`config.mk`:
```
export PLATFORM = sky130hd
export DESIGN_NAME = obstacle_stop_hysteresis_core_flat
export DESIGN_NICKNAME = d
export VERILOG_FILES = /design/src/design/obsh_pkg.sv /design/src/design/obsh_ifs.sv /design/src/design/obsh_csr.sv /design/src/design/obsh_filter.sv /design/src/design/obsh_hyst.sv /design/src/design/obstacle_stop_hysteresis_core.sv /design/src/flat_wrapper.sv
export VERILOG_INCLUDE_DIRS = /design/src /design/src/design
export SDC_FILE = /design/constraint.sdc
export NUM_CORES = 1
export LEC_CHECK = 0
export BUFFER_PORTS_ARGS = -buffer_cell sky130_fd_sc_hd__buf_2
export CAP_MARGIN = 10
export CORE_MARGIN = 8
export CORE_UTILIZATION = 40
export CTS_BUF_LIST = sky130_fd_sc_hd__clkbuf_4 sky130_fd_sc_hd__clkbuf_8
export CTS_CLUSTER_DIAMETER = 30
export DETAILED_ROUTE_END_ITERATION = 10
export GPL_TIMING_DRIVEN = 0
export HOLD_SLACK_MARGIN = 0.15
export SYNTH_ARGS = -nofsm -noshare
export SYNTH_HDL_FRONTEND = slang
export SYNTH_SLANG_ARGS = --single-unit
```
`constraint.sdc`:
```
create_clock -name clock -period 18.38 [get_ports clock]
set_input_delay 0 -clock clock [delete_from_list [all_inputs] [get_ports clock]]
set_output_delay 0 -clock clock [all_outputs]
set_load 0.01 [all_outputs]
```
`src/design/assert_macros.svh`:
```
// assertion macros used by the core design file
`ifndef ASSERT_MACROS_SVH
`define ASSERT_MACROS_SVH

// implication checked every cycle outside reset
`define OBSH_ASSERT(lbl, clk, rst, prop, msg) \
   lbl: assert property (@(posedge clk) disable iff (rst) prop) else $error(msg);

// property checked during reset as well
`define OBSH_ASSERT_ALWAYS(lbl, clk, prop, msg) \
   lbl: assert property (@(posedge clk) prop) else $error(msg);

`endif

```
`src/design/obsh_pkg.sv`:
```
// types, constants and reset values of the obstacle stop detector
package obsh_pkg;

   localparam int DIST_W      = 16;
   localparam int RUN_W       = 8;
   localparam int CSR_INDEX_W = 3;
   localparam int EVENT_W     = 2;

   localparam logic [DIST_W-1:0] STOP_DIST_RST  = DIST_W'(260);
   localparam logic [DIST_W-1:0] CLEAR_DIST_RST = DIST_W'(360);
   localparam logic [DIST_W-1:0] HARD_DIST_RST  = DIST_W'(160);
   localparam logic [RUN_W-1:0]  STOP_RUN_RST   = RUN_W'(2);
   localparam logic [RUN_W-1:0]  CLEAR_RUN_RST  = RUN_W'(4);

   localparam logic [DIST_W:0]   CLEAR_MARGIN   = (DIST_W+1)'(80);
   localparam logic [RUN_W-1:0]  RUN_MAX        = {RUN_W{1'b1}};

   typedef enum logic [CSR_INDEX_W-1:0] {
      CSR_STOP_DIST     = 3'd0,
      CSR_CLEAR_DIST    = 3'd1,
      CSR_HARD_DIST     = 3'd2,
      CSR_STOP_SAMPLES  = 3'd3,
      CSR_CLEAR_SAMPLES = 3'd4
   } csr_index_type;

   typedef enum logic [EVENT_W-1:0] {
      EV_NONE  = 2'd0,
      EV_ENTER = 2'd1,
      EV_CLEAR = 2'd2
   } change_event_type;

   // effective thresholds after the register corrections
   typedef struct packed {
      logic [DIST_W-1:0] stop_eff;
      logic [DIST_W-1:0] clear_eff;
      logic [DIST_W-1:0] hard_eff;
      logic [RUN_W-1:0]  need_stop;
      logic [RUN_W-1:0]  need_clear;
   } thresh_type;

   typedef struct packed {
      logic [DIST_W-1:0] median;
      logic [DIST_W-1:0] smooth;
   } filt_type;

   typedef struct packed {
      logic             blocked_q;
      logic             blocked;
      change_event_type change_event;
   } hyst_status_type;

endpackage

```
`src/design/obsh_ifs.sv`:
```
// valid/ready channels for distance samples and detector results
interface obsh_req_if;
   import obsh_pkg::*;
   logic              valid;
   logic              ready;
   logic [DIST_W-1:0] raw_distance;

   modport source (output valid, output raw_distance, input ready);
   modport sink   (input valid, input raw_distance, output ready);
endinterface

interface obsh_rsp_if;
   import obsh_pkg::*;
   logic               valid;
   logic               ready;
   logic [DIST_W-1:0]  raw_echo;
   logic [DIST_W-1:0]  median_distance;
   logic [DIST_W-1:0]  filtered_distance;
   logic               sample_valid;
   logic               is_blocked;
   logic [EVENT_W-1:0] change_event;

   modport source (output valid, output raw_echo, output median_distance,
                   output filtered_distance, output sample_valid, output is_blocked,
                   output change_event, input ready);
   modport sink   (input valid, input raw_echo, input median_distance,
                   input filtered_distance, input sample_valid, input is_blocked,
                   input change_event, output ready);
endinterface

```
`src/design/obsh_csr.sv`:
```
// configuration registers and effective threshold derivation
module obsh_csr (
   input  logic                              clock,
   input  logic                              reset,
   input  logic                              csr_we,
   input  logic [obsh_pkg::CSR_INDEX_W-1:0]  csr_index,
   input  logic [obsh_pkg::DIST_W-1:0]       csr_wdata,
   output obsh_pkg::thresh_type              thresh
);
   import obsh_pkg::*;

   logic [DIST_W-1:0] stop_dist_ff, clear_dist_ff, hard_dist_ff;
   logic [RUN_W-1:0]  stop_samples_ff, clear_samples_ff;
   logic [DIST_W:0]   clear_fallback;

   always_ff @(posedge clock) begin
      if (reset) begin
         stop_dist_ff     <= STOP_DIST_RST;
         clear_dist_ff    <= CLEAR_DIST_RST;
         hard_dist_ff     <= HARD_DIST_RST;
         stop_samples_ff  <= STOP_RUN_RST;
         clear_samples_ff <= CLEAR_RUN_RST;
      end else if (csr_we) begin
         case (csr_index_type'(csr_index))
            CSR_STOP_DIST:     stop_dist_ff     <= csr_wdata;
            CSR_CLEAR_DIST:    clear_dist_ff    <= csr_wdata;
            CSR_HARD_DIST:     hard_dist_ff     <= csr_wdata;
            CSR_STOP_SAMPLES:  stop_samples_ff  <= csr_wdata[RUN_W-1:0];
            CSR_CLEAR_SAMPLES: clear_samples_ff <= csr_wdata[RUN_W-1:0];
            default: ;
         endcase
      end
   end

   assign clear_fallback = {1'b0, stop_dist_ff} + CLEAR_MARGIN;

   always_comb begin
      thresh.stop_eff = stop_dist_ff;
      // fallback release distance saturates at full scale
      if (clear_dist_ff > stop_dist_ff) begin
         thresh.clear_eff = clear_dist_ff;
      end else if (clear_fallback[DIST_W]) begin
         thresh.clear_eff = {DIST_W{1'b1}};
      end else begin
         thresh.clear_eff = clear_fallback[DIST_W-1:0];
      end
      if (hard_dist_ff < stop_dist_ff) begin
         thresh.hard_eff = hard_dist_ff;
      end else begin
         thresh.hard_eff = stop_dist_ff >> 1;
      end
      thresh.need_stop  = (stop_samples_ff == '0) ? RUN_W'(1) : stop_samples_ff;
      thresh.need_clear = (clear_samples_ff == '0) ? RUN_W'(1) : clear_samples_ff;
   end
endmodule

```
`src/design/obsh_filter.sv`:
```
// three-entry median prefilter and low-pass smoother
module obsh_filter (
   input  logic                        clock,
   input  logic                        reset,
   input  logic                        update,
   input  logic [obsh_pkg::DIST_W-1:0] raw,
   output obsh_pkg::filt_type          filt
);
   import obsh_pkg::*;

   logic [DIST_W-1:0] ring_ff [3];
   logic [DIST_W-1:0] ring_in [3];
   logic [1:0]        pos_ff, pos_in;
   logic [1:0]        fill_ff, fill_in;
   logic [DIST_W-1:0] median_ff, median_in;
   logic [DIST_W-1:0] smooth_ff, smooth_in;
   logic              seeded_ff, seeded_in;
   logic [DIST_W:0]   pair_sum;
   logic [DIST_W+1:0] smooth_sum;
   logic [DIST_W-1:0] lo, hi, mid3;
   logic              sample_ok;

   assign sample_ok = (raw != '0);

   always_comb begin
      for (int i = 0; i < 3; i++) begin
         ring_in[i] = (pos_ff == 2'(i)) ? raw : ring_ff[i];
      end
      pos_in  = (pos_ff == 2'd2) ? 2'd0 : pos_ff + 2'd1;
      fill_in = (fill_ff == 2'd3) ? fill_ff : fill_ff + 2'd1;

      pair_sum = {1'b0, ring_in[0]} + {1'b0, ring_in[1]};
      lo = (ring_in[0] < ring_in[1]) ? ring_in[0] : ring_in[1];
      hi = (ring_in[0] < ring_in[1]) ? ring_in[1] : ring_in[0];
      if (ring_in[2] <= lo) begin
         mid3 = lo;
      end else if (ring_in[2] >= hi) begin
         mid3 = hi;
      end else begin
         mid3 = ring_in[2];
      end

      case (fill_in)
         2'd1:    median_in = ring_in[0];
         2'd2:    median_in = pair_sum[DIST_W:1];
         default: median_in = mid3;
      endcase

      smooth_sum = {1'b0, smooth_ff, 1'b0} + {2'b00, smooth_ff} + {2'b00, median_in}
                   + (DIST_W+2)'(2);
      smooth_in  = seeded_ff ? smooth_sum[DIST_W+1:2] : median_in;
      seeded_in  = 1'b1;

      // an invalid sample leaves everything as it was
      if (!sample_ok) begin
         for (int i = 0; i < 3; i++) begin
            ring_in[i] = ring_ff[i];
         end
         pos_in    = pos_ff;
         fill_in   = fill_ff;
         median_in = median_ff;
         smooth_in = smooth_ff;
         seeded_in = seeded_ff;
      end
   end

   always_ff @(posedge clock) begin
      if (reset) begin
         pos_ff    <= 2'd0;
         fill_ff   <= 2'd0;
         median_ff <= '0;
         smooth_ff <= '0;
         seeded_ff <= 1'b0;
      end else if (update) begin
         pos_ff    <= pos_in;
         fill_ff   <= fill_in;
         median_ff <= median_in;
         smooth_ff <= smooth_in;
         seeded_ff <= seeded_in;
      end
   end

   // ring entries are only read once the fill count covers them
   always_ff @(posedge clock) begin
      if (update) begin
         for (int i = 0; i < 3; i++) begin
            ring_ff[i] <= ring_in[i];
         end
      end
   end

   assign filt.median = median_in;
   assign filt.smooth = smooth_in;
endmodule

```
`src/design/obsh_hyst.sv`:
```
// hysteresis run counters and stop state
module obsh_hyst (
   input  logic                        clock,
   input  logic                        reset,
   input  logic                        update,
   input  logic [obsh_pkg::DIST_W-1:0] raw,
   input  obsh_pkg::filt_type          filt,
   input  obsh_pkg::thresh_type        thresh,
   output obsh_pkg::hyst_status_type   status
);
   import obsh_pkg::*;

   logic             blocked_ff, blocked_in;
   logic [RUN_W-1:0] near_ff, near_in;
   logic [RUN_W-1:0] clear_ff, clear_in;
   change_event_type ev;
   logic             hard_near, stable_near, stable_clear;

   assign hard_near    = (raw <= thresh.hard_eff);
   assign stable_near  = (filt.median <= thresh.stop_eff) || (filt.smooth <= thresh.stop_eff);
   assign stable_clear = (filt.median >= thresh.clear_eff) && (filt.smooth >= thresh.clear_eff);

   always_comb begin
      blocked_in = blocked_ff;
      near_in    = near_ff;
      clear_in   = clear_ff;
      ev         = EV_NONE;
      if (raw != '0) begin
         if (!blocked_ff) begin
            if (hard_near) begin
               near_in = thresh.need_stop;
            end else if (stable_near) begin
               near_in = (near_ff == RUN_MAX) ? near_ff : near_ff + RUN_W'(1);
            end else begin
               near_in = '0;
            end
            if (near_in >= thresh.need_stop) begin
               blocked_in = 1'b1;
               clear_in   = '0;
               ev         = EV_ENTER;
            end
         end else begin
            if (stable_clear) begin
               clear_in = (clear_ff == RUN_MAX) ? clear_ff : clear_ff + RUN_W'(1);
            end else begin
               clear_in = '0;
            end
            if (clear_in >= thresh.need_clear) begin
               blocked_in = 1'b0;
               near_in    = '0;
               ev         = EV_CLEAR;
            end
         end
      end
   end

   always_ff @(posedge clock) begin
      if (reset) begin
         blocked_ff <= 1'b0;
         near_ff    <= '0;
         clear_ff   <= '0;
      end else if (update) begin
         blocked_ff <= blocked_in;
         near_ff    <= near_in;
         clear_ff   <= clear_in;
      end
   end

   assign status.blocked_q    = blocked_ff;
   assign status.blocked      = blocked_in;
   assign status.change_event = ev;
endmodule

```
`src/design/obstacle_stop_hysteresis_core.sv`:
```
// Obstacle stop detector: median-of-three prefilter, low-pass smoother, hysteresis.
//
// req_bus carries one raw distance per beat (zero marks an invalid reading);
// rsp_bus returns exactly one result beat per request beat, in order: the raw
// echo, the median and smoothed distances, a valid flag, the stop state and a
// change event (none, stop entered, stop cleared).
// csr_we/csr_index/csr_wdata write the five threshold and count registers;
// write them only while no beat is in flight.
// Each request beat is held in the input register, then the filter and
// hysteresis update in one pass into the output register. Throughput is one beat
// per cycle while rsp_bus does not stall, set by that single update pass on the
// input register.
// When rsp_bus stalls, the output register holds its beat and the input
// register still takes one more beat; req_bus.ready drops only when both hold.
// Synchronous reset clears all filter state except the ring entries, the stop
// state, the run counters and both stage valids, and loads the register defaults.
`include "assert_macros.svh"

module obstacle_stop_hysteresis_core (
   input  logic                              clock,
   input  logic                              reset,
   obsh_req_if.sink                          req_bus,
   obsh_rsp_if.source                        rsp_bus,
   input  logic                              csr_we,
   input  logic [obsh_pkg::CSR_INDEX_W-1:0]  csr_index,
   input  logic [obsh_pkg::DIST_W-1:0]       csr_wdata
);
   import obsh_pkg::*;

   logic              in_valid_ff;
   logic [DIST_W-1:0] in_raw_ff;
   logic              out_valid_ff;
   logic [DIST_W-1:0] out_raw_ff, out_median_ff, out_smooth_ff;
   logic              out_sample_ok_ff, out_blocked_ff;
   change_event_type  out_event_ff;
   logic              advance;
   thresh_type        thresh;
   filt_type          filt;
   hyst_status_type   status;

   assign advance       = in_valid_ff && (!out_valid_ff || rsp_bus.ready);
   assign req_bus.ready = !in_valid_ff || advance;

   obsh_csr u_csr (
      .clock     (clock),
      .reset     (reset),
      .csr_we    (csr_we),
      .csr_index (csr_index),
      .csr_wdata (csr_wdata),
      .thresh    (thresh)
   );

   obsh_filter u_filter (
      .clock  (clock),
      .reset  (reset),
      .update (advance),
      .raw    (in_raw_ff),
      .filt   (filt)
   );

   obsh_hyst u_hyst (
      .clock  (clock),
      .reset  (reset),
      .update (advance),
      .raw    (in_raw_ff),
      .filt   (filt),
      .thresh (thresh),
      .status (status)
   );

   always_ff @(posedge clock) begin
      if (reset) begin
         in_valid_ff  <= 1'b0;
         out_valid_ff <= 1'b0;
      end else begin
         if (req_bus.ready) begin
            in_valid_ff <= req_bus.valid;
         end
         if (advance) begin
            out_valid_ff <= 1'b1;
         end else if (rsp_bus.ready) begin
            out_valid_ff <= 1'b0;
         end
      end
   end

   always_ff @(posedge clock) begin
      if (req_bus.ready && req_bus.valid) begin
         in_raw_ff <= req_bus.raw_distance;
      end
      if (advance) begin
         out_raw_ff       <= in_raw_ff;
         out_median_ff    <= filt.median;
         out_smooth_ff    <= filt.smooth;
         out_sample_ok_ff <= (in_raw_ff != '0);
         out_blocked_ff   <= status.blocked;
         out_event_ff     <= status.change_event;
      end
   end

   assign rsp_bus.valid             = out_valid_ff;
   assign rsp_bus.raw_echo          = out_raw_ff;
   assign rsp_bus.median_distance   = out_median_ff;
   assign rsp_bus.filtered_distance = out_smooth_ff;
   assign rsp_bus.sample_valid      = out_sample_ok_ff;
   assign rsp_bus.is_blocked        = out_blocked_ff;
   assign rsp_bus.change_event      = out_event_ff;

   // a stalled response beat must not be overwritten
   `OBSH_ASSERT(a_no_overwrite, clock, reset, out_valid_ff && !rsp_bus.ready |-> !advance, "response overwritten while stalled")
   // an invalid sample never moves the stop state
   `OBSH_ASSERT(a_invalid_holds, clock, reset, advance && (in_raw_ff == '0) |-> (status.blocked == status.blocked_q), "invalid sample changed stop state")
   // events agree with the stop state transition
   `OBSH_ASSERT(a_enter_event, clock, reset, advance && (status.change_event == EV_ENTER) |-> status.blocked && !status.blocked_q, "enter event without entering stop")
   `OBSH_ASSERT(a_clear_event, clock, reset, advance && (status.change_event == EV_CLEAR) |=> !out_blocked_ff && out_valid_ff, "clear event without release")
endmodule
```
`src/flat_wrapper.sv`:
```
// flat-port wrapper written by rule: the top's interface ports become plain ports
module obstacle_stop_hysteresis_core_flat import obsh_pkg::*;
  (clock, reset, csr_we, csr_index, csr_wdata, req_bus_valid, req_bus_raw_distance, req_bus_ready, rsp_bus_valid, rsp_bus_raw_echo, rsp_bus_median_distance, rsp_bus_filtered_distance, rsp_bus_sample_valid, rsp_bus_is_blocked, rsp_bus_change_event, rsp_bus_ready);
  obsh_req_if req_bus_i ();
  obsh_rsp_if rsp_bus_i ();
  input  logic clock;
  input  logic reset;
  input  logic csr_we;
  input  logic [obsh_pkg::CSR_INDEX_W-1:0] csr_index;
  input  logic [obsh_pkg::DIST_W-1:0] csr_wdata;
  input wire logic [$bits(req_bus_i.valid)-1:0] req_bus_valid;
  input wire logic [$bits(req_bus_i.raw_distance)-1:0] req_bus_raw_distance;
  output wire logic [$bits(req_bus_i.ready)-1:0] req_bus_ready;
  output wire logic [$bits(rsp_bus_i.valid)-1:0] rsp_bus_valid;
  output wire logic [$bits(rsp_bus_i.raw_echo)-1:0] rsp_bus_raw_echo;
  output wire logic [$bits(rsp_bus_i.median_distance)-1:0] rsp_bus_median_distance;
  output wire logic [$bits(rsp_bus_i.filtered_distance)-1:0] rsp_bus_filtered_distance;
  output wire logic [$bits(rsp_bus_i.sample_valid)-1:0] rsp_bus_sample_valid;
  output wire logic [$bits(rsp_bus_i.is_blocked)-1:0] rsp_bus_is_blocked;
  output wire logic [$bits(rsp_bus_i.change_event)-1:0] rsp_bus_change_event;
  input wire logic [$bits(rsp_bus_i.ready)-1:0] rsp_bus_ready;
  assign req_bus_i.valid = req_bus_valid;
  assign req_bus_i.raw_distance = req_bus_raw_distance;
  assign req_bus_ready = req_bus_i.ready;
  assign rsp_bus_valid = rsp_bus_i.valid;
  assign rsp_bus_raw_echo = rsp_bus_i.raw_echo;
  assign rsp_bus_median_distance = rsp_bus_i.median_distance;
  assign rsp_bus_filtered_distance = rsp_bus_i.filtered_distance;
  assign rsp_bus_sample_valid = rsp_bus_i.sample_valid;
  assign rsp_bus_is_blocked = rsp_bus_i.is_blocked;
  assign rsp_bus_change_event = rsp_bus_i.change_event;
  assign rsp_bus_i.ready = rsp_bus_ready;
  obstacle_stop_hysteresis_core u_core (.clock(clock), .reset(reset), .req_bus(req_bus_i), .rsp_bus(rsp_bus_i), .csr_we(csr_we), .csr_index(csr_index), .csr_wdata(csr_wdata));
endmodule
```
==> impl_metrics.tcl, run 1 <==
set metrics [dict create \
    drtIter0Drc 1247 \
    grt_first_pass_wirelength_um 87910 \
    placedCellCount 2555 \
    path_max_fanout 10 \
    gpl.final_weighted_congestion 0.9492 \
    critPathArrivalTime_ps 16910 \
    cts_htree_levels 2 \
    clock_latency_ps 650 \
    worstReg2RegStart "u_core.u_filter.pos_ff[1]$_SDFFE_PP0P_" \
    final_cell_count_without_fillers 2745 \
    critical_path_class "flip-flop to flip-flop" \
    syn_to_final_growth_pct 20.58 \
    setup_viol 0 \
    fillerInstances 3958 \
    drive_gt1_share_pct 12.28 \
    grt_max_degree 36 \
    clk_transition_reported_paths_ps 60 \
    max_slew.worst_pin.slew_ps 1025 \
    drtAntennaViolNets 0 \
    clockRootBuffer "sky130_fd_sc_hd__clkbuf_8" \
    routed_wire_length_per_instance_um 21.00 \
    postSynth.asyncResetShare_pct 0 \
    synth_enable_flop_cells 116 \
    final-hold-violation-count 0 \
    cts_sinks 236 \
    post-cts-setup-buffer-count 0 \
    totalWireLength_um 57630 \
    synth_flop_cell "sky130_fd_sc_hd__dfxtp_1" \
    mostFrequentLayoutCells "257 x sky130_fd_sc_hd__nand2_1, 208 x sky130_fd_sc_hd__ha_1, 199 x sky130_fd_sc_hd__a21oi_1" \
    floorplan.initialDensity_pct 40.55 \
    timing.hold.worst_endpoint "u_core.u_csr.hard_dist_ff[8]$_SDFFE_PP0P_" \
    power-per-cell-area_nw_per_um2 102.8 \
    reg2regPathDepth 56 \
    synth.net_count 2183 \
    max_clock_freq_ghz 0.06126 \
    required_ps 18960 \
    dieHeight_um 222.2 \
    yosys_warnings 0 \
    floorplan.io_pins 94 \
    die_x_um 222.2 \
    netlist_instances 1920 \
    synthesis.area_um2 17010 \
    crit_path_frequent_cell "sky130_fd_sc_hd__a21o_1" \
    drv_slew 0 \
    synth_seq_cells 236 \
    drv.max_cap_violation_count 0 \
    period_share_pct 88.81 \
    synth.largest_area_cell "sky130_fd_sc_hd__edfxtp_1" \
    setup.worst_path.end_class "flip-flop" \
    via_per_inst 5.764 \
    dr_total_vias 15820 \
    setup.reg_to_reg.worst_slack_ps 2060 \
    placement_row_count 75 \
    crit_slowest_cell "sky130_fd_sc_hd__o31ai_1" \
    remaining_drc_errors 0 \
    power.leakage_nw 8.645 \
    clock_tree.buffer_depth 3 \
    max_stage_delay_ps 830 \
    core-area_um2 41950 \
    grt_overflow 0 \
    min-delay-path-class "primary input to flip-flop" \
    tritoncts_clock_tree "yes" \
    place.port_buffers 93 \
    min_path_cells 4 \
    antenna_found_initial 0 \
    multi_input_area_um2 10300 \
    fin_tns_setup_ps 0 \
    design.die.area_um2 49380 \
    first_global_vias 15190 \
    grtUsageTotal_pct 22.64 \
    syn_area_per_cell_um2 8.860 \
    worstReg2RegEnd "u_core.u_hyst.clear_ff[1]$_SDFFE_PP0P_" \
    outcome "finished clean" \
    hold_path_startpoint "csr_wdata[8]" \
    cts_inserted_buffers 60 \
    irDropWorstVdd_uv 63.85 \
    ys_seq_area_share_pct 34.60 \
    worst_setup_path_start_kind "flip-flop" \
    initial_drt_pass_iterations 6 \
    n_antenna_cell 0 \
    layout.cells.most_common "sky130_fd_sc_hd__nand2_1" \
    netlist_top_cells_area "sky130_fd_sc_hd__edfxtp_1 20%, sky130_fd_sc_hd__ha_1 15%, sky130_fd_sc_hd__dfxtp_1 14%" \
    synth_cell_types 89 \
    non_filler_cell_area_final_um2 20510 \
    placedInstanceArea_um2 18230 \
    netlist.area_leader.share_pct 20.48 \
    timing.final.crit_period_ps 16320 \
    worst_slew_margin_rel_pct 31.69 \
    dpl.hpwl_um 44480 \
    setup_repair_after_global_routing_missed_its_margin "no" \
    finClkSkew_ps 23.06 \
    cts-resized-gates 0 \
    seqCellArea_um2 5886 \
    num-nets-final 2417 \
]
how the worst max path moves through the flow:
| stage | startpoint | to | slack [ps] |
|---|---|---|---|
| 6_report | u_core.u_filter.pos_ff[1]$_SDFFE_PP0P_ | u_core.u_hyst.clear_ff[1]$_SDFFE_PP0P_ | 2060 |
| 5_1_grt | u_core.u_filter.pos_ff[1]$_SDFFE_PP0P_ | u_core.u_hyst.clear_ff[1]$_SDFFE_PP0P_ | 1330 |
| 4_1_cts | u_core.u_filter.pos_ff[1]$_SDFFE_PP0P_ | u_core.u_hyst.clear_ff[1]$_SDFFE_PP0P_ | 2330 |
| 3_5_place_dp | u_core.u_filter.pos_ff[1]$_SDFFE_PP0P_ | u_core.u_hyst.clear_ff[1]$_SDFFE_PP0P_ | 2410 |
| 3_3_place_gp | u_core.u_filter.pos_ff[1]$_SDFFE_PP0P_ | u_core.u_hyst.clear_ff[1]$_SDFFE_PP0P_ | 2470 |
| 2_1_floorplan | u_core.u_filter.pos_ff[1]$_SDFFE_PP0P_ | u_core.u_hyst.clear_ff[1]$_SDFFE_PP0P_ | 6520 |
power by group:
part	leakage, nW	total, W	internal (W)	switching (W)
logic	5.80	0.000677	0.000260	0.000417
registers	2.07	0.000610	0.000587	0.0000223
clock network	0.778	0.000821	0.000534	0.000287
total	8.65	0.00211	0.00138	0.000727
metal layers:
layer	routed length [µm]	track usage [%]
met3	3842	2.885
met4	1970	9.087
met5	0	0
met2	25380	35.32
met1	26440	31.43
synthesized netlist by cell type, types with 26 or more instances:
master	number
sky130_fd_sc_hd__mux2_2	26
sky130_fd_sc_hd__a21oi_1	199
sky130_fd_sc_hd__o21ai_0	108
sky130_fd_sc_hd__nor3_1	26
sky130_fd_sc_hd__a21o_1	57
sky130_fd_sc_hd__ha_1	208
sky130_fd_sc_hd__a211oi_1	32
sky130_fd_sc_hd__inv_1	124
sky130_fd_sc_hd__nand2_1	257
sky130_fd_sc_hd__clkbuf_1	65
sky130_fd_sc_hd__edfxtp_1	116
sky130_fd_sc_hd__mux2i_1	56
sky130_fd_sc_hd__o21a_1	31
sky130_fd_sc_hd__dfxtp_1	120
sky130_fd_sc_hd__nand3_1	40
sky130_fd_sc_hd__nor2_1	112
flip-flops by register name, summed over array words and instances (netlist names), 8 cells and up:
register	cells
u_core.u_filter.smooth_ff	16
u_core.u_hyst.clear_ff	8
u_core.u_csr.stop_dist_ff	16
u_core.rsp_bus.raw_echo	16
u_core.in_raw_ff	16
u_core.rsp_bus.median_distance	16
u_core.u_filter.median_ff	16
u_core.rsp_bus.filtered_distance	16
u_core.u_csr.stop_samples_ff	8
u_core.u_csr.clear_dist_ff	16
u_core.u_csr.hard_dist_ff	16
u_core.u_csr.clear_samples_ff	8
u_core.u_hyst.near_ff	8
u_core.u_filter.ring_ff	48
critical path: cells and delay by family (launching register included):
kind            cells  cell delay, ps
compound gates     27            7120
buf+inv             9            2910
simple gates       12            2630
fa+ha+maj           6            2240
mux                 2             960
flops               1             350
metrics by stage:
step	utilization (%)	hold slack, ps	total power [W]	worst slack, ps
final	48.90	194.5	0.002108	2056
after CTS	48.88	150.4	0.002108	2331
after global placement	43.27	178.3	0.001253	2467
after global routing	48.90	202.9	0.002217	1327
after floorplan	-	98.87	0.001071	6525
after detailed placement	43.45	178.2	0.001269	2407
kinds of logic (layout without fill, tap and decap cells):
family	after synthesis	after routing	synth area share (%)
xor+xnor	30	30	1.545
simple gates	582	582	16.01
compound gates	557	557	20.83
flops	236	236	34.60
fa+ha+maj	223	223	17.06
mux	83	83	5.082
buf+inv	209	495	4.869
cell type report:
class                      count  share of cell area [%]
clock buffer                  73                   4.685
timing repair buffer         172                   6.295
buffer                        83                   1.738
sequential                   236                   28.69
tap                          539                   3.288
clock inverter                41                   2.757
multi-input combinational   1475                   50.24
inverter                     126                   2.306
repair_timing:
action                     in CTS  in global routing
hold buffers                   75                  0
setup endpoints to repair       0                  0
hold endpoints to repair      130                  0
Note: power is estimated with default switching activity, not from simulation.
==> run 2: changes to the inputs <==
- CORE_MARGIN: 8 -> 2
- CTS_BUF_LIST: sky130_fd_sc_hd__clkbuf_4 sky130_fd_sc_hd__clkbuf_8 -> sky130_fd_sc_hd__clkbuf_8 sky130_fd_sc_hd__clkbuf_16
==> impl_metrics.tcl, run 2 (same netlist as run 1, synthesis figures left out) <==
set metrics [dict create \
    dr_total_vias 15790 \
    cellInternalPower_w 0.001645 \
    drive_gt1_share_pct 12.47 \
    worst_setup_path_start_kind "flip-flop" \
    largest-register "u_core.u_filter.ring_ff" \
    critPathArrivalTime_ps 16750 \
    floorplan.initialDensity_pct 40.55 \
    fin_tns_setup_ps 0 \
    crit_slowest_cell "sky130_fd_sc_hd__o31ai_1" \
    layout_setup_ws_ps 2183 \
    critPathLaunch "u_core.u_filter.pos_ff[1]$_SDFFE_PP0P_" \
    first_global_vias 15290 \
    grt_overflow 0 \
    setup.worst_path.end_class "flip-flop" \
    via_per_inst 5.770 \
    final-hold-violation-count 0 \
    cts_inserted_buffers 61 \
    setup_viol 0 \
    worst_slew_margin_rel_pct 32.21 \
    initial_drt_pass_iterations 5 \
    grt_max_degree 31 \
    remaining_drc_errors 0 \
    antenna_found_initial 2 \
    drtIter0Drc 1297 \
    hold_path_startpoint "csr_wdata[10]" \
    min-delay-path-class "primary input to flip-flop" \
    core-area_um2 41950 \
    power.leakage_nw 8.938 \
    max_slew.worst_pin.slew_ps 1017 \
    period_share_pct 88.12 \
    routed_wire_length_per_instance_um 21.28 \
    gpl.final_weighted_congestion 0.9485 \
    worstReg2RegStart "u_core.u_filter.pos_ff[1]$_SDFFE_PP0P_" \
    timing.final.crit_period_ps 16200 \
    num-nets-final 2407 \
    fin_worst_hold_slack_ps 204.1 \
    largest_register_ffs 48 \
    dpl.hpwl_um 44110 \
    path_max_fanout 10 \
    post-cts-setup-buffer-count 0 \
    crit_path_frequent_cell "sky130_fd_sc_hd__a21o_1" \
    clockRootBuffer "sky130_fd_sc_hd__clkbuf_16" \
    die_x_um 210.2 \
    cts-resized-gates 0 \
    max_clock_freq_ghz 0.06174 \
    sw_frac_of_total_pct 33.15 \
    drv_slew 0 \
    clock_tree.buffer_depth 3 \
    floorplan.io_pins 94 \
    power.combinational.fraction_pct 27.3 \
    max_stage_delay_ps 810 \
    share_clk_of_total_power_pct 47.8 \
    grtUsageTotal_pct 26.11 \
    pwr-share-seq_pct 24.8 \
    finClkSkew_ps 18.75 \
    power-per-cell-area_nw_per_um2 116.4 \
    syn_to_final_growth_pct 24.32 \
    totalWireLength_um 58230 \
    mostFrequentLayoutCells "257 x sky130_fd_sc_hd__nand2_1, 208 x sky130_fd_sc_hd__ha_1, 199 x sky130_fd_sc_hd__a21oi_1" \
    setup_repair_after_global_routing_missed_its_margin "no" \
    dieHeight_um 210.2 \
    layout.cells.most_common "sky130_fd_sc_hd__nand2_1" \
    required_ps 18930 \
    placement_row_count 75 \
    drtAntennaViolNets 0 \
    tritoncts_clock_tree "yes" \
    irDropWorstVdd_uv 123.1 \
    grt_first_pass_wirelength_um 88440 \
    place.port_buffers 93 \
    place_ws_ps 2608 \
    cts_sinks 236 \
    cts_htree_levels 2 \
    final_core_util_pct 50.42 \
    critical_path_class "flip-flop to flip-flop" \
    design.die.area_um2 44190 \
    outcome "finished clean" \
    clock_latency_ps 620 \
    power.net_switching_w 0.0008160 \
    clk_transition_reported_paths_ps 60 \
    drv.max_cap_violation_count 0 \
    n_antenna_cell 0 \
]
-- run 2: metrics by stage --
stage	cell area (µm²)	power [W]	cells
after floorplan	17010	0.001071	1920
after global placement	18150	0.001252	2552
after detailed placement	18230	0.001267	2555
after CTS	21140	0.002457	2735
after global routing	21150	0.002571	2736
final	21150	0.002461	2736
-- run 2: what timing repair did --
item / in CTS / in global routing
hold buffers: 64 / 0
hold endpoints to repair: 118 / 0
endpoints found under the setup margin: 0 / 0
-- run 2: path summary, 6_finish.rpt --
path                                                     end  slack, ps  cells after the start
hold / removal    u_core.u_csr.hard_dist_ff[10]$_SDFFE_PP0P_        200                      4
setup reg to reg      u_core.u_hyst.clear_ff[1]$_SDFFE_PP0P_       2180                     56
hold reg to reg    u_core.u_filter.median_ff[8]$_SDFFE_PP0P_        460                      2
setup / recovery      u_core.u_hyst.clear_ff[1]$_SDFFE_PP0P_       2180                     56
-- run 2: critical path, delay by kind of cell (launching register included) --
| kind | cells | cell delay, ps |
|---|---|---|
| compound gates | 32 | 8080 |
| fa+ha+maj | 6 | 2230 |
| flops | 1 | 400 |
| simple gates | 10 | 2100 |
| buf+inv | 7 | 2630 |
| mux | 1 | 680 |
-- run 2: layout make-up --
cell class	instances	area (µm²)
sequential	236	5886
fill	3907	20800
tap	539	674.4
clock inverter	52	705.7
clock buffer	64	1568
multi-input combinational	1475	10300
buffer	83	356.6
inverter	126	473.0
timing repair buffer	161	1181
-- run 2: layer usage --
layer  global-route usage [%]  share of wire, %  vias to the layer above
met3                    4.306               6.3                      100
met4                    8.217               2.8                        0
met2                    41.48                45                      572
li1                         -                 -                     7472
met1                    36.31                46                     7642
met5                        0                 0                        -
-- run 2: power groups by stage --
stage | Clock (W) | Combinational [W] | Sequential (W)
after floorplan | 0 | 0.000456 | 0.000615
after global placement | 0 | 0.000632 | 0.000620
after detailed placement | 0 | 0.000647 | 0.000620
after CTS | 0.00119 | 0.000661 | 0.000610
after global routing | 0.00122 | 0.000742 | 0.000613
final | 0.00118 | 0.000673 | 0.000611
==> run 3: changes to the inputs <==
- CTS_BUF_LIST: sky130_fd_sc_hd__clkbuf_8 sky130_fd_sc_hd__clkbuf_16 -> sky130_fd_sc_hd__clkbuf_4 sky130_fd_sc_hd__clkbuf_8
==> impl_metrics.tcl, run 3 (same netlist as run 1, synthesis figures left out) <==
set metrics [dict create \
    outcome "finished clean" \
    setup.worst_path.end_class "flip-flop" \
    placement_row_count 75 \
    clk_transition_reported_paths_ps 60 \
    min_path_cells 4 \
    required_ps 18980 \
    initial_drt_pass_iterations 5 \
    dpl.hpwl_um 44110 \
    power.leakage_nw 8.517 \
    timing.final.crit_period_ps 16260 \
    maxUsedRoutingLayer "met4" \
    cts-hold-fix-buffers 72 \
    place.port_buffers 93 \
    finClkSkew_ps 28.83 \
    timing.hold.worst_endpoint "u_core.u_csr.stop_dist_ff[9]$_SDFFE_PP0P_" \
    via_per_inst 5.740 \
    core-area_um2 41950 \
    layout.cells.most_common "sky130_fd_sc_hd__nand2_1" \
    worst_slew_margin_rel_pct 29.53 \
    mostFrequentLayoutCells "257 x sky130_fd_sc_hd__nand2_1, 208 x sky130_fd_sc_hd__ha_1, 199 x sky130_fd_sc_hd__a21oi_1" \
    grt_overflow 0 \
    max_slew.worst_pin.slew_ps 1057 \
    critPathArrivalTime_ps 16860 \
    irDropWorstVdd_uv 50.31 \
    detailed_routing_wirelength_on_met1_um 26630 \
    clock_latency_ps 660 \
    tritoncts_clock_tree "yes" \
    min-delay-path-class "primary input to flip-flop" \
    fin_tns_setup_ps 0 \
    drtIter0Drc 1270 \
    remaining_drc_errors 0 \
    crit_slowest_cell "sky130_fd_sc_hd__buf_1" \
    max_clock_freq_ghz 0.06150 \
    num-nets-final 2415 \
    grt_first_pass_wirelength_um 87460 \
    cts_inserted_buffers 61 \
    floorplan.io_pins 94 \
    worstReg2RegEnd "u_core.u_hyst.clear_ff[1]$_SDFFE_PP0P_" \
    routed-wl-met2_um 25850 \
    final-hold-violation-count 0 \
    final_cell_count_without_fillers 2743 \
    setup.reg_to_reg.worst_slack_ps 2120 \
    floorplan.initialDensity_pct 40.55 \
    reg2regPathDepth 56 \
    power-per-cell-area_nw_per_um2 99.55 \
    dr_total_vias 15750 \
    grt_max_degree 31 \
    crit_path_frequent_cell "sky130_fd_sc_hd__a21o_1" \
    totalWireLength_um 58020 \
    non_filler_cell_area_final_um2 20350 \
    max_stage_delay_ps 800 \
    drive_gt1_share_pct 12.21 \
    gpl.final_weighted_congestion 0.9485 \
    syn_to_final_growth_pct 19.61 \
    clockRootBuffer "sky130_fd_sc_hd__clkbuf_8" \
    cts_sinks 236 \
    die_x_um 210.2 \
    placedCellCount 2555 \
    antenna_found_initial 2 \
    clock_tree.buffer_depth 3 \
    drv.max_cap_violation_count 0 \
    detailroute.wirelength.met3_um 3790 \
    critical_path_class "flip-flop to flip-flop" \
    dieHeight_um 210.2 \
    first_global_vias 15210 \
    post-cts-setup-buffer-count 0 \
    drtAntennaViolNets 0 \
    cts-resized-gates 0 \
    setup_repair_after_global_routing_missed_its_margin "no" \
    grtUsageTotal_pct 25.87 \
    largest-register "u_core.u_filter.ring_ff" \
    hold_path_startpoint "csr_wdata[9]" \
    cts_htree_levels 2 \
    worstReg2RegStart "u_core.u_filter.pos_ff[1]$_SDFFE_PP0P_" \
    path_max_fanout 10 \
    drv_slew 0 \
    placedInstanceArea_um2 18230 \
    fin_worst_hold_slack_ps 187.0 \
    design.die.area_um2 44190 \
    period_share_pct 88.47 \
    routed_wire_length_per_instance_um 21.15 \
    worst_setup_path_start_kind "flip-flop" \
    largest_register_ffs 48 \
    setup_viol 0 \
]
[run 3: changes by cell type in the layout (fill, tap and decap cells not counted), moves of 5 or more]
cell	previous run	this run
sky130_fd_sc_hd__bufinv_16	12	7
sky130_fd_sc_hd__clkinv_1	3	9
sky130_fd_sc_hd__clkinvlp_4	5	16
sky130_fd_sc_hd__clkbuf_16	61	0
sky130_fd_sc_hd__clkbuf_4	0	7
sky130_fd_sc_hd__clkbuf_8	3	65
sky130_fd_sc_hd__inv_6	20	0
sky130_fd_sc_hd__dlygate4sd3_1	64	72
[run 3: worst max path at each step]
| stage | to | cells after the start | startpoint | slack, ps |
|---|---|---|---|---|
| detailed placement | u_core.u_hyst.clear_ff[1]$_SDFFE_PP0P_ | 56 | u_core.u_filter.pos_ff[1]$_SDFFE_PP0P_ | 2610 |
| CTS | u_core.u_hyst.clear_ff[1]$_SDFFE_PP0P_ | 57 | u_core.u_filter.pos_ff[1]$_SDFFE_PP0P_ | 2540 |
| floorplan | u_core.u_hyst.clear_ff[1]$_SDFFE_PP0P_ | 59 | u_core.u_filter.pos_ff[1]$_SDFFE_PP0P_ | 6520 |
| global route | u_core.u_hyst.clear_ff[1]$_SDFFE_PP0P_ | 56 | u_core.u_filter.pos_ff[1]$_SDFFE_PP0P_ | 1480 |
| finish | u_core.u_hyst.clear_ff[1]$_SDFFE_PP0P_ | 56 | u_core.u_filter.pos_ff[1]$_SDFFE_PP0P_ | 2120 |
| global placement | u_core.u_hyst.clear_ff[1]$_SDFFE_PP0P_ | 57 | u_core.u_filter.pos_ff[1]$_SDFFE_PP0P_ | 2560 |
[run 3: routing by layer]
metal | GRT usage [%] | vias up
met3 | 3.710 | 104
met2 | 40.89 | 553
met5 | 0 | -
met1 | 35.95 | 7609
li1 | - | 7480
met4 | 9.562 | 0
[run 3: worst max-delay path, delay by kind of cell (launching register included)]
kind,cells,cell delay (ps)
fa+ha+maj,6,2270
buf+inv,7,2600
compound gates,32,8050
flops,1,350
mux,1,550
simple gates,10,2360
[run 3: area by class of cell]
class | instances | area [µm²]
repair buffers | 169 | 1261
clock inverters | 42 | 441.7
multi-input cells | 1475 | 10300
flip-flops and latches | 236 | 5886
diodes | 1 | 2.502
plain buffers | 83 | 356.6
well taps | 539 | 674.4
fillers | 4022 | 21600
inverters | 126 | 473.0
clock buffers | 72 | 947.2
[run 3: power by group]
group | internal (W) | switching, W | total [W] | leakage, nW
combinational | 0.000259 | 0.000415 | 0.000675 | 5.79
clock | 0.000447 | 0.000294 | 0.000741 | 0.662
sequential | 0.000587 | 0.0000224 | 0.000610 | 2.07
[run 3: through the flow]
stage	setup WS [ps]	total power, W	utilization (%)
6_report	2119	0.002026	48.51
5_1_grt	1482	0.002130	48.50
4_1_cts	2544	0.002022	48.48
3_5_place_dp	2608	0.001267	43.45
3_3_place_gp	2564	0.001252	43.27
2_1_floorplan	6525	0.001071	-
